===== config.mk =====
export PLATFORM = sky130hd
export DESIGN_NAME = moving_average_filter
export DESIGN_NICKNAME = d
export VERILOG_FILES = /design/src/rtl/core/maf_pkg.sv /design/src/rtl/core/maf_divider.sv /design/src/rtl/core/maf_datapath.sv /design/src/rtl/core/maf_ctrl.sv /design/src/rtl/core/moving_average_filter.sv
export SDC_FILE = /design/constraint.sdc
export NUM_CORES = 2
export LEC_CHECK = 0
export BUFFER_PORTS_ARGS = -buffer_cell sky130_fd_sc_hd__buf_2
export CORE_AREA = 4 4 487 489
export DETAILED_ROUTE_END_ITERATION = 7
export DIE_AREA = 0 0 491 493
export GPL_ROUTABILITY_DRIVEN = 0
export PLACE_DENSITY = 0.56
export SYNTH_ARGS = -nofsm -noshare
export SYNTH_HDL_FRONTEND = slang
export SYNTH_SLANG_ARGS = --single-unit
export TNS_END_PERCENT = 5

===== constraint.sdc =====
create_clock -name clock -period 9.7 [get_ports clock]
set_clock_uncertainty 0.2 [all_clocks]
set_input_delay 0.97 -clock clock [delete_from_list [all_inputs] [get_ports clock]]
set_output_delay 0.97 -clock clock [all_outputs]
set_load 0.01 [all_outputs]

===== src/rtl/core/maf_pkg.sv =====
// Package for the moving average filter: sizes, register indexes and the
// command/status structs that join the controller and the datapath.
// No dependencies.
package maf_pkg;

   // Storage and sample sizes
   localparam int DEPTH       = 128;
   localparam int SAMPLE_BITS = 16;

   // Derived widths
   localparam int SLOT_BITS    = $clog2(DEPTH);
   localparam int WIN_BITS     = $clog2(DEPTH + 1);
   localparam int SUM_BITS     = SAMPLE_BITS + SLOT_BITS;
   localparam int DIV_CNT_BITS = $clog2(SUM_BITS);

   // Register file sizes
   localparam int WINDOW_REG_BITS = 8;
   localparam int START_BITS      = 16;
   localparam int CSR_INDEX_BITS  = 8;
   localparam int CSR_DATA_BITS   = 16;
   localparam int MIN_WINDOW      = 2;
   localparam int CLAMP_BITS      = (WIN_BITS > WINDOW_REG_BITS) ? WIN_BITS : WINDOW_REG_BITS;

   // Register indexes
   localparam logic [CSR_INDEX_BITS-1:0] CSR_ENABLE = CSR_INDEX_BITS'(0);
   localparam logic [CSR_INDEX_BITS-1:0] CSR_WINDOW = CSR_INDEX_BITS'(1);
   localparam logic [CSR_INDEX_BITS-1:0] CSR_START  = CSR_INDEX_BITS'(2);

   // Controller to datapath
   typedef struct packed {
      logic capture;    // latch the incoming sample
      logic update;     // ring write, running sum update, index advance
      logic div_start;  // launch the divider on the current sum
      logic load_out;   // load the output word
      logic res_ok;     // output word carries a valid average
   } maf_cmd_type;

   // Datapath to controller
   typedef struct packed {
      logic enable;
      logic prime_busy;
      logic div_done;
   } maf_status_type;

endpackage


===== src/rtl/core/maf_divider.sv =====
// Restoring divider, one quotient bit per cycle, for the window average.
// Depends on maf_pkg.
module maf_divider (
   input  logic                           clock,
   input  logic                           reset,
   input  logic                           start,
   input  logic [maf_pkg::SUM_BITS-1:0]   dividend,
   input  logic [maf_pkg::WIN_BITS-1:0]   divisor,
   output logic [maf_pkg::SUM_BITS-1:0]   quotient,
   output logic                           done
);
   import maf_pkg::*;

   logic                    busy_ff;
   logic                    done_ff;
   logic [DIV_CNT_BITS-1:0] cnt_ff;
   logic [SUM_BITS-1:0]     quo_ff;
   logic [WIN_BITS-1:0]     rem_ff;
   logic [WIN_BITS-1:0]     div_ff;

   logic [WIN_BITS:0]       trial;
   logic                    fits;
   logic [WIN_BITS-1:0]     rem_in;

   // One shift/subtract step
   always_comb begin
      trial  = {rem_ff, quo_ff[SUM_BITS-1]};
      fits   = (trial >= {1'b0, div_ff});
      rem_in = fits ? WIN_BITS'(trial - {1'b0, div_ff}) : WIN_BITS'(trial);
   end

   // Step counter
   always_ff @(posedge clock) begin
      if (reset) begin
         busy_ff <= 1'b0;
         done_ff <= 1'b0;
         cnt_ff  <= '0;
      end else begin
         done_ff <= 1'b0;
         if (start) begin
            busy_ff <= 1'b1;
            cnt_ff  <= DIV_CNT_BITS'(SUM_BITS - 1);
         end else if (busy_ff) begin
            if (cnt_ff == '0) begin
               busy_ff <= 1'b0;
               done_ff <= 1'b1;
            end else begin
               cnt_ff <= cnt_ff - DIV_CNT_BITS'(1);
            end
         end
      end
   end

   // Quotient and remainder shift
   always_ff @(posedge clock) begin
      if (start) begin
         quo_ff <= dividend;
         rem_ff <= '0;
         div_ff <= divisor;
      end else if (busy_ff) begin
         quo_ff <= {quo_ff[SUM_BITS-2:0], fits};
         rem_ff <= rem_in;
      end
   end

   assign quotient = quo_ff;
   assign done     = done_ff;

endmodule


===== src/rtl/core/maf_datapath.sv =====
// Datapath of the moving average filter: registers, sample ring, running
// sum, divider and output word. Depends on maf_pkg and maf_divider.
module maf_datapath (
   input  logic                                  clock,
   input  logic                                  reset,
   input  logic                                  csr_valid,
   input  logic [maf_pkg::CSR_INDEX_BITS-1:0]    csr_index,
   input  logic [maf_pkg::CSR_DATA_BITS-1:0]     csr_data,
   input  logic signed [maf_pkg::SAMPLE_BITS-1:0] req_sample,
   input  maf_pkg::maf_cmd_type                  cmd,
   output maf_pkg::maf_status_type               status,
   output logic signed [maf_pkg::SAMPLE_BITS-1:0] rsp_average,
   output logic                                  rsp_valid_res
);
   import maf_pkg::*;

   // Configuration
   logic                          enable_ff;
   logic [WINDOW_REG_BITS-1:0]    window_ff;
   logic signed [START_BITS-1:0]  start_ff;
   logic                          prime_ff;

   // Filter state
   logic [SLOT_BITS-1:0]          slot_ff;
   logic signed [SUM_BITS-1:0]    sum_ff;
   logic [DEPTH-1:0]              valid_ff;
   logic signed [SAMPLE_BITS-1:0] mem_ff [DEPTH];
   logic signed [SAMPLE_BITS-1:0] rd_data_ff;
   logic signed [SAMPLE_BITS-1:0] sample_ff;
   logic                          neg_ff;
   logic signed [SAMPLE_BITS-1:0] avg_ff;
   logic                          vres_ff;

   logic [CLAMP_BITS-1:0]         win_raw;
   logic [WIN_BITS-1:0]           win_eff;
   logic [SLOT_BITS-1:0]          slot_eff;
   logic [WIN_BITS-1:0]           slot_inc;
   logic [SLOT_BITS-1:0]          slot_next;
   logic signed [SAMPLE_BITS-1:0] start_sample;
   logic signed [SAMPLE_BITS-1:0] old_sample;
   logic signed [SUM_BITS-1:0]    sum_upd;
   logic signed [START_BITS+WIN_BITS:0] prime_prod;
   logic [SUM_BITS-1:0]           magnitude;
   logic [SUM_BITS-1:0]           quotient;
   logic [SUM_BITS-1:0]           quo_signed;
   logic                          div_done;
   logic                          csr_known;

   // Window clamp and ring index
   always_comb begin
      win_raw = CLAMP_BITS'(window_ff);
      if (win_raw < CLAMP_BITS'(MIN_WINDOW)) begin
         win_eff = WIN_BITS'(MIN_WINDOW);
      end else if (win_raw > CLAMP_BITS'(DEPTH)) begin
         win_eff = WIN_BITS'(DEPTH);
      end else begin
         win_eff = WIN_BITS'(win_raw);
      end
      slot_eff  = (WIN_BITS'(slot_ff) >= win_eff) ? '0 : slot_ff;
      slot_inc  = WIN_BITS'(slot_eff) + WIN_BITS'(1);
      slot_next = (slot_inc >= win_eff) ? '0 : SLOT_BITS'(slot_inc);
   end

   // Running sum; slots not written since priming hold the start value
   always_comb begin
      start_sample = SAMPLE_BITS'(start_ff);
      old_sample   = valid_ff[slot_eff] ? rd_data_ff : start_sample;
      sum_upd      = sum_ff - SUM_BITS'(old_sample) + SUM_BITS'(sample_ff);
      prime_prod   = start_ff * $signed({1'b0, win_eff});
      csr_known    = (csr_index == CSR_ENABLE) || (csr_index == CSR_WINDOW)
                     || (csr_index == CSR_START);
   end

   // Sign handling around the unsigned divider
   always_comb begin
      magnitude  = sum_ff[SUM_BITS-1] ? SUM_BITS'(-sum_ff) : SUM_BITS'(sum_ff);
      quo_signed = neg_ff ? SUM_BITS'(-quotient) : quotient;
   end

   // Registers, priming and state update
   always_ff @(posedge clock) begin
      if (reset) begin
         enable_ff <= 1'b0;
         window_ff <= WINDOW_REG_BITS'(MIN_WINDOW);
         start_ff  <= '0;
         prime_ff  <= 1'b0;
         slot_ff   <= '0;
         sum_ff    <= '0;
         valid_ff  <= '0;
      end else begin
         if (csr_valid && csr_known) begin
            unique case (csr_index)
               CSR_ENABLE: enable_ff <= csr_data[0];
               CSR_WINDOW: window_ff <= csr_data[WINDOW_REG_BITS-1:0];
               CSR_START:  start_ff  <= $signed(csr_data[START_BITS-1:0]);
               default: ;
            endcase
            prime_ff <= 1'b1;
            slot_ff  <= '0;
            valid_ff <= '0;
         end else if (prime_ff) begin
            sum_ff   <= SUM_BITS'(prime_prod);
            prime_ff <= 1'b0;
         end else if (cmd.update) begin
            sum_ff             <= sum_upd;
            valid_ff[slot_eff] <= 1'b1;
            slot_ff            <= slot_next;
         end
      end
   end

   // Sample ring
   always_ff @(posedge clock) begin
      rd_data_ff <= mem_ff[slot_eff];
      if (cmd.update) begin
         mem_ff[slot_eff] <= sample_ff;
      end
   end

   // Payload registers
   always_ff @(posedge clock) begin
      if (cmd.capture) begin
         sample_ff <= req_sample;
      end
      if (cmd.div_start) begin
         neg_ff <= sum_ff[SUM_BITS-1];
      end
      if (cmd.load_out) begin
         avg_ff  <= cmd.res_ok ? $signed(SAMPLE_BITS'(quo_signed)) : '0;
         vres_ff <= cmd.res_ok;
      end
   end

   maf_divider u_divider (
      .clock    (clock),
      .reset    (reset),
      .start    (cmd.div_start),
      .dividend (magnitude),
      .divisor  (win_eff),
      .quotient (quotient),
      .done     (div_done)
   );

   always_comb begin
      status.enable     = enable_ff;
      status.prime_busy = prime_ff;
      status.div_done   = div_done;
   end

   assign rsp_average   = avg_ff;
   assign rsp_valid_res = vres_ff;

endmodule


===== src/rtl/core/maf_ctrl.sv =====
// Controller of the moving average filter: sequences one word through
// update, divide and output load (load only while disabled). Depends on maf_pkg.
module maf_ctrl (
   input  logic                    clock,
   input  logic                    reset,
   input  logic                    req_valid,
   output logic                    req_ready,
   output logic                    rsp_valid,
   input  logic                    rsp_ready,
   output maf_pkg::maf_cmd_type    cmd,
   input  maf_pkg::maf_status_type status
);
   import maf_pkg::*;

   typedef enum logic [2:0] {
      ST_IDLE,
      ST_UPDATE,
      ST_START,
      ST_DIVIDE,
      ST_DONE
   } state_type;

   state_type state_ff;
   logic      rsp_valid_ff;
   logic      res_ok_ff;
   logic      accept;
   logic      can_load;

   // Handshake and commands
   always_comb begin
      req_ready     = (state_ff == ST_IDLE) && !status.prime_busy;
      accept        = req_valid && req_ready;
      can_load      = !rsp_valid_ff || rsp_ready;
      cmd.capture   = accept;
      cmd.update    = (state_ff == ST_UPDATE);
      cmd.div_start = (state_ff == ST_START);
      cmd.load_out  = (state_ff == ST_DONE) && can_load;
      cmd.res_ok    = res_ok_ff;
   end

   // State and output valid
   always_ff @(posedge clock) begin
      if (reset) begin
         state_ff     <= ST_IDLE;
         rsp_valid_ff <= 1'b0;
         res_ok_ff    <= 1'b0;
      end else begin
         unique case (state_ff)
            ST_IDLE: begin
               if (accept) begin
                  res_ok_ff <= status.enable;
                  state_ff  <= status.enable ? ST_UPDATE : ST_DONE;
               end
            end
            ST_UPDATE: state_ff <= ST_START;
            ST_START:  state_ff <= ST_DIVIDE;
            ST_DIVIDE: begin
               if (status.div_done) begin
                  state_ff <= ST_DONE;
               end
            end
            ST_DONE: begin
               if (can_load) begin
                  state_ff <= ST_IDLE;
               end
            end
            default: state_ff <= ST_IDLE;
         endcase

         if (cmd.load_out) begin
            rsp_valid_ff <= 1'b1;
         end else if (rsp_ready) begin
            rsp_valid_ff <= 1'b0;
         end
      end
   end

   assign rsp_valid = rsp_valid_ff;

endmodule


===== src/rtl/core/moving_average_filter.sv =====
// Boxcar moving average: an accepted sample goes through ring update, divider
// start, divider (one quotient bit per cycle) and output load while enabled,
// straight to output load while disabled. The next sample may be accepted once
// the previous result is loaded, also while it waits in the output register.
// Synchronous reset: disabled, window 2, start value 0, ring reads as zero.
// A listed register write re-primes the ring, with req_ready low meanwhile.
module moving_average_filter (
   input  logic                                   clock,
   input  logic                                   reset,
   input  logic                                   req_valid,
   output logic                                   req_ready,
   input  logic signed [maf_pkg::SAMPLE_BITS-1:0] req_sample,
   output logic                                   rsp_valid,
   input  logic                                   rsp_ready,
   output logic signed [maf_pkg::SAMPLE_BITS-1:0] rsp_average,
   output logic                                   rsp_valid_res,
   input  logic                                   csr_valid,
   output logic                                   csr_ready,
   input  logic [maf_pkg::CSR_INDEX_BITS-1:0]     csr_index,
   input  logic [maf_pkg::CSR_DATA_BITS-1:0]      csr_data
);
   import maf_pkg::*;

   maf_cmd_type    cmd;
   maf_status_type status;

   // Register writes are always taken
   assign csr_ready = 1'b1;

   maf_ctrl u_ctrl (
      .clock     (clock),
      .reset     (reset),
      .req_valid (req_valid),
      .req_ready (req_ready),
      .rsp_valid (rsp_valid),
      .rsp_ready (rsp_ready),
      .cmd       (cmd),
      .status    (status)
   );

   maf_datapath u_datapath (
      .clock         (clock),
      .reset         (reset),
      .csr_valid     (csr_valid),
      .csr_index     (csr_index),
      .csr_data      (csr_data),
      .req_sample    (req_sample),
      .cmd           (cmd),
      .status        (status),
      .rsp_average   (rsp_average),
      .rsp_valid_res (rsp_valid_res)
   );

endmodule


# Word level (Yosys, flattened, before mapping)
# Memory sizes are Yosys's and may differ from the RTL's. A register that Yosys moved wholly into a read port is not among the register bits.
# Index checks and enable logic that the tools add are counted.
classes:
  add_sub_neg: 7
  multipliers: 1
  order_cmp: 7
  eq_ne: 10
  mux: 33
  bitwise_logic: 5
  reduce_logical: 28
ops:
  columns: ["operator", "count"]
  rows:
  - ["$or A128 B128 Y128", 1]
  - ["$mux W23", 5]
  - ["$mux W16", 2]
  - ["$mux W8", 3]
  - ["$add A23 B16 Y23", 1]
  - ["$mul A16 B9 Y23", 1]
  - ["$neg A23 Y23", 1]
  - ["$sub A23 B16 Y23", 1]
  - ["$neg A16 Y16", 1]
  - ["$reduce_and A2 Y1", 8]
  - ["$mux W5", 3]
  - ["$pmux W3 S5", 1]
  - ["$mux W7", 2]
  - ["$mux W3", 4]
  - ["$mux W1", 11]
  - ["$ge A9 B8 Y1", 1]
  - ["$add A7 B1 Y8 const B", 1]
  - ["$eq A8 B1 Y1 const B", 1]
  - ["$eq A8 B2 Y1 const B", 1]
  - ["$ge A7 B8 Y1", 1]
  - ["$ge A8 B8 Y1", 1]
  - ["$gt A8 B8 Y1 const B", 1]
  - ["$logic_not A8 Y1", 1]
  - ["$lt A7 B8 Y1 const B", 1]
  - ["21 further kinds", 37]
totals:
  register_bits: 269
  ramBits: 2048
  in_bits: 45
  out_inout_bits: 20
  n_memories: 1
mem_list:
  columns: ["memory", "depth", "word_bits", "read_ports", "rd_ports_with_merged_regs", "wr", "line", "rtl"]
  rows:
  - ["u_datapath.mem_ff", 128, 16, 1, 1, 1, "maf_datapath.sv:27", "logic signed [SAMPLE_BITS-1:0] mem_ff [DEPTH];"]

# Logic depth before layout (Yosys ltp)
logic_depth:
  depth_word: 12
  depth_mapped: 35

# By module
# From an unflattened synthesis, not the netlist that was laid out.
unflattened:
  cells_unflattened: 6835
  area_unflattened_um2: 97008.0
modules_own_cells:
  columns: ["module", "instances", "cells_per_inst", "area_per_inst_um2", "seq_area_each_um2"]
  rows:
  - ["maf_datapath", 1, 6621, 94465.6, 66523.8]
  - ["maf_divider", 1, 181, 2249.7, 1231.2]
  - ["maf_ctrl", 1, 31, 281.5, 100.1]
  - ["moving_average_filter", 1, 2, 11.3, 0.0]

# Worst setup path after synthesis
# Ideal clock, no wire load.
synth_path:
  kind: "flip-flop to flip-flop"
  startpoint: "register u_datapath.window_ff[3] (netlist: u_datapath.win_raw[3])"
  endpoint: "register u_datapath.sum_ff[22]"
  setup_time_ns: 0.117
  t_arrival_ns: 7.251
  path_slack_ns: 2.131
  path_stages_with_launch: 34
  n_path_buf: 4
  synth_period_minus_slack_ns: 7.569
  cell_sequence: "dfxtp_1 > or4_1 > or3_1 > and3_1 > clkbuf_1 > clkbuf_1 > ha_1 > nand2b_1 > a31oi_1 > o21a_2 > nor2_2 > buf_2 > a21boi_0 > a211oi_1 > o21ai_1 > nand4b_1 > or4_1 > buf_6 > mux2_1 > ha_1 > inv_1 > ha_1 > inv_1 > fa_1 > nor2b_1 > o31a_1 > o221a_2 > o31ai_1 > o21ai_1 > o41ai_2 > o21ai_0 > a2111oi_0 > o21bai_1 > a32o_1"
synth_via:
  elab_chain_cells: 12
  word_cells_on_any_way: 14
  cone_classes: "add/sub (2); mul (1); order compare (3); mux (8)"
synth_lines:
  columns: ["item", "line", "rtl"]
  rows:
  - ["start, declared", "maf_datapath.sv:19", "logic [WINDOW_REG_BITS-1:0] window_ff;"]
  - ["start signal, assigned", "maf_datapath.sv:84", "window_ff <= WINDOW_REG_BITS'(MIN_WINDOW);"]
  - ["start signal, assigned", "maf_datapath.sv:94", "CSR_WINDOW: window_ff <= csr_data[WINDOW_REG_BITS-1:0];"]
  - ["$gt A8 B8 Y1", "maf_datapath.sv:54", "end else if (win_raw > CLAMP_BITS'(DEPTH)) begin"]
  - ["$mux W8", "maf_datapath.sv:54", null]
  - ["$mux W8 *", "maf_datapath.sv:52", "if (win_raw < CLAMP_BITS'(MIN_WINDOW)) begin"]
  - ["via u_datapath.u_divider.divisor, one bit", "maf_divider.sv:8", "input logic [maf_pkg::WIN_BITS-1:0] divisor,"]
  - ["$ge A7 B8 Y1", "maf_datapath.sv:59", "slot_eff = (WIN_BITS'(slot_ff) >= win_eff) ? '0 : slot_ff;"]
  - ["$mux W7", "maf_datapath.sv:59", null]
  - ["$bmux W1 S7", "maf_datapath.sv:67", "old_sample = valid_ff[slot_eff] ? rd_data_ff : start_sample;"]
  - ["$mux W1 (not written as such)", "maf_datapath.sv:67", null]
  - ["$mux W16", "maf_datapath.sv:67", null]
  - ["$sub A23 B16 Y23", "maf_datapath.sv:68", "sum_upd = sum_ff - SUM_BITS'(old_sample) + SUM_BITS'(sample_ff);"]
  - ["$add A23 B16 Y23", "maf_datapath.sv:68", null]
  - ["$mux W23", "maf_datapath.sv:104", "end else if (cmd.update) begin"]
  - ["$mux W23 *", "maf_datapath.sv:101", "end else if (prime_ff) begin"]
  - ["end signal, assigned", "maf_datapath.sv:102", "sum_ff <= SUM_BITS'(prime_prod);"]
  - ["end signal, assigned", "maf_datapath.sv:105", "sum_ff <= sum_upd;"]
  - ["end, declared", "maf_datapath.sv:25", "logic signed [SUM_BITS-1:0] sum_ff;"]
# Mark *: on every way through the listed nets, which the timed path passes. The rest lies on a longest branch. The select of a mux whose other input is x is not followed.
# A chain may end at the register's enable or synchronous reset.

# Worst setup path in the final report
layout_path:
  startpoint: "register u_datapath.window_ff[3] (netlist: u_datapath.win_raw[3])"
  endpoint: "register u_datapath.sum_ff[22]"
layout_via:
  elab_chain_cells: 12
  word_cells_on_any_way: 14
  cone_classes: "add/sub (2); mul (1); order compare (3); mux (8)"
layout_lines:
  columns: ["item", "line"]
  rows:
  - ["$gt A8 B8 Y1", "maf_datapath.sv:54"]
  - ["$mux W8", "maf_datapath.sv:54"]
  - ["$mux W8 *", "maf_datapath.sv:52"]
  - ["$ge A7 B8 Y1", "maf_datapath.sv:59"]
  - ["$mux W7", "maf_datapath.sv:59"]
  - ["$bmux W1 S7", "maf_datapath.sv:67"]
  - ["$mux W1 (not written as such)", "maf_datapath.sv:67"]
  - ["$mux W16", "maf_datapath.sv:67"]
  - ["$sub A23 B16 Y23", "maf_datapath.sv:68"]
  - ["$add A23 B16 Y23", "maf_datapath.sv:68"]
  - ["$mux W23", "maf_datapath.sv:104"]
  - ["$mux W23 *", "maf_datapath.sv:101"]
# Mark *: on every way between the ends. The rest lies on a longest branch, timed or not. The select of a mux whose other input is x is not followed.

==> impl_metrics.csv <==
group,metric,value,unit
status,status,"finished with violations",
status,violations,"design-rule violations",
critical_path,crit_path_max_fanout,17,
clocking,cts_root_buf,"clkbuf_16",
final_layout,nNetsFinal,6792,
synth,synth_edf_count,2113,
synth,synth_cell_type_count,84,
final_layout,fillCellCount,20011,
die,core_region_area,232000,um2
grt,grt_max_degree,98,
clocking,cts-htree-levels,4,
grt,overflow,0,
final_layout,regArea,67900,um2
timing,finalCritPeriodShare,0.934,
synth,synth_flop_cell,"edfxtp_1",
clocking,cts_tree,"done",
die,initial_core_util,0.410,
die,std_cell_rows,177,
die,dieArea,242000,um2
die,ios,65,
critical_path,crit_arrival,9.65,ns
final_layout,multi_input_area,25400,um2
timing,setup_viol,0,
die,fp.dieW,491,um
routing,vias,60238,
clocking,cts_sinks,2333,
placed_design,dp_hpwl,189,mm
routing,drtAntennaViolNets,0,
critical_path,crit_family,"compound AO/OA/AOI/OAI gates",
critical_path,start_kind,"flip-flop",
timing,relSlewSlack,0.0689,
critical_path,reg2reg_setup_slack,0.64,ns
grt,grt_first_pass_wirelength,448,mm
clocking,clock_latency,0.89,ns
routing,drt_wl_total,318,mm
routing,drcViolationCount,3,
grt,grt_pass1_vias,58483,
routing,drt-vias-per-instance,6.16,
grt,grt_antenna_before_repair,15,
placed_design,io_buffers,63,
grt,track_usage,0.257,
timing,finalHoldViolations,0,
clocking,cts.clk_slew.worst_paths,0.06,ns
placed_design,place_area,100000,um2
routing,drt_iter0_drc,9067,
synth,yosysMostFrequentCell,"edfxtp_1",
synth,yosysSeqAreaShare,0.713,
synth,synth_largest_area_cell,"edfxtp_1",
timing,rsz0062_at_grt,"false",
synth,syn_area_per_cell,15.0,um2
timing,max_freq,110,MHz
timing,min_period,9.06,ns
flow_run,maxCapViolCount,0,
timing,drv_slew,0,
clocking,clk_path_buf_depth,3,
die,fp.dieH,493,um
synth,ys_ff_latch,2333,
pwr,power,20300,uW
pwr,leakage,0.0352,uW
critical_path,cp_data_required_time,10.29,ns
pwr,ir_drop,0.196,mV
final_layout,drive_gt1_frac,0.140,
synth,synth_top_area_share,0.667,
synth,syn-num-nets,6587,
synth,syn_area,95200,um2
clocking,cts_setup_buffers,0,
hold_path,hp-class,"input port to flip-flop",
pwr,powerDensity,188,nW/um2
timing,worstMarginPinSlew,1.38,ns
critical_path,endpoint_kind,"flip-flop",
synth,synth_cells,6325,
timing,setup-tns-final,0,ns
critical_path,max_stage_delay,0.65,ns
critical_path,slowest_stage,"nor2_1",
final_layout,final_cell_area,108000,um2
routing,wl_per_cell,32.5,um
synth,yosys_warnings,0,
routing,first_pass_iters,8,
synth,synth_area_leaders,"edfxtp_1 67%, dfxtp_1 4.6%, a22oi_1 2.6%",
final_layout,area_growth,13.4,%
synth,synth_common_cells,"2113 x edfxtp_1, 584 x nor2_1, 330 x a21oi_1",
critical_path,path_buf_inv,4,
synth,synthArstFlopShare,0,
critical_path,path_class,"flip-flop to flip-flop",
clocking,cts_buffers,233,
-- kinds of logic after synthesis --
kind of cell    Yosys count  synth area share
flops                  2333             0.713
fa+ha+maj               217            0.0380
simple gates           1175            0.0536
compound gates         1539             0.112
other cells               1         0.0000394
buf+inv                 584            0.0250
mux                     395            0.0509
xor+xnor                 81           0.00745
-- worst reg2reg max path: cells and delay by family (launching register included) --
| kind | cells | cell delay, ns |
|---|---|---|
| AO/OA/AOI/OAI | 15 | 3.78 |
| buffers and inverters | 4 | 0.56 |
| flip-flops | 1 | 0.31 |
| multiplexers | 1 | 0.36 |
| AND/OR/NAND/NOR | 8 | 2.91 |
| adder cells (fa/ha/maj) | 4 | 0.84 |
-- final timing paths --
kind	to	startpoint	cells after the start
min	u_datapath.sample_ff[11]	req_sample[11]	1
max	u_datapath.sum_ff[22]	u_datapath.win_raw[3]	32
max reg2reg	u_datapath.sum_ff[22]	u_datapath.win_raw[3]	32
min reg2reg	u_datapath.valid_ff[124]	u_datapath.valid_ff[124]	2
-- final cells by class --
type / count / share of cell area
sequential: 2333 / 0.629
multi-input combinational: 3408 / 0.235
clock buffer: 306 / 0.0575
tap: 3043 / 0.0353
timing repair buffer: 364 / 0.0259
clock inverter: 132 / 0.0109
inverter: 190 / 0.00665
antenna: 6 / 0.000139
-- layout by cell type, fill, tap and decap left out, types with 36 or more instances in the layout --
| master | n |
|---|---|
| fa_1 | 120 |
| xnor2_1 | 51 |
| dfxtp_1 | 216 |
| a31oi_1 | 134 |
| mux2i_1 | 208 |
| edfxtp_1 | 2113 |
| a22oi_1 | 328 |
| clkbuf_1 | 65 |
| o31ai_1 | 36 |
| clkbuf_16 | 236 |
| buf_4 | 273 |
| and2_1 | 83 |
| nand2_1 | 292 |
| clkinv_1 | 70 |
| o21ai_0 | 184 |
| o22ai_1 | 80 |
| nand3_1 | 36 |
| a21oi_1 | 327 |
| mux2_2 | 124 |
| a221oi_1 | 98 |
| ha_1 | 97 |
| mux4_2 | 58 |
| a222oi_1 | 158 |
| inv_1 | 186 |
| buf_2 | 63 |
| nor2_1 | 543 |
-- through the flow --
| step | worst slack [ns] | instances | util | hold slack, ns |
|---|---|---|---|---|
| 4_1_cts | 0.507 | 9776 | 0.465 | 0.000788 |
| 5_1_grt | 0.0900 | 9776 | 0.465 | 0.0253 |
| 2_1_floorplan | 2.13 | 6325 | - | 0.226 |
| 3_3_place_gp | 0.685 | 9325 | 0.432 | 0.239 |
| 3_5_place_dp | 0.545 | 9325 | 0.432 | 0.252 |
| 6_report | 0.643 | 9782 | 0.465 | 0.0674 |
-- report_power, final --
group | internal [uW] | total (uW) | leakage, uW | switching, uW
combinational | 121 | 501 | 0.0109 | 380
sequential | 11000 | 11000 | 0.0208 | 17.6
clock | 4860 | 8790 | 0.00358 | 3930
total | 16000 | 20300 | 0.0352 | 4320
-- flip-flops by register name (all words and copies together), names as in the netlist, 3 cells and up --
| name | count |
|---|---|
| u_datapath.rd_data_ff | 16 |
| u_datapath.u_divider.quotient | 23 |
| u_datapath.mem_ff | 2048 |
| u_datapath.valid_ff | 128 |
| u_datapath.u_divider.cnt_ff | 5 |
| u_datapath.start_ff | 16 |
| u_datapath.u_divider.rem_ff | 8 |
| u_datapath.slot_ff | 7 |
| u_ctrl.state_ff | 3 |
| u_datapath.u_divider.div_ff | 8 |
| u_datapath.sample_ff | 16 |
| u_datapath.win_raw | 8 |
| u_datapath.sum_ff | 23 |
| u_datapath.rsp_average | 16 |
-- routing by layer --
| layer | up-vias | wire length [um] | track usage |
|---|---|---|---|
| met5 | - | 66 | 0 |
| met2 | 3362 | 144000 | 0.398 |
| met3 | 603 | 32000 | 0.0525 |
| li1 | 25127 | - | - |
| met4 | 10 | 13500 | 0.100 |
| met1 | 31136 | 128000 | 0.357 |
-- what timing repair did --
item | CTS | global route
hold buffers | 13 | 0
endpoints found under the setup margin | 0 | 1
resized for setup | 0 | 3
hold endpoints to repair | 13 | 0
No activity file was read; power rests on OpenSTA's default activity.
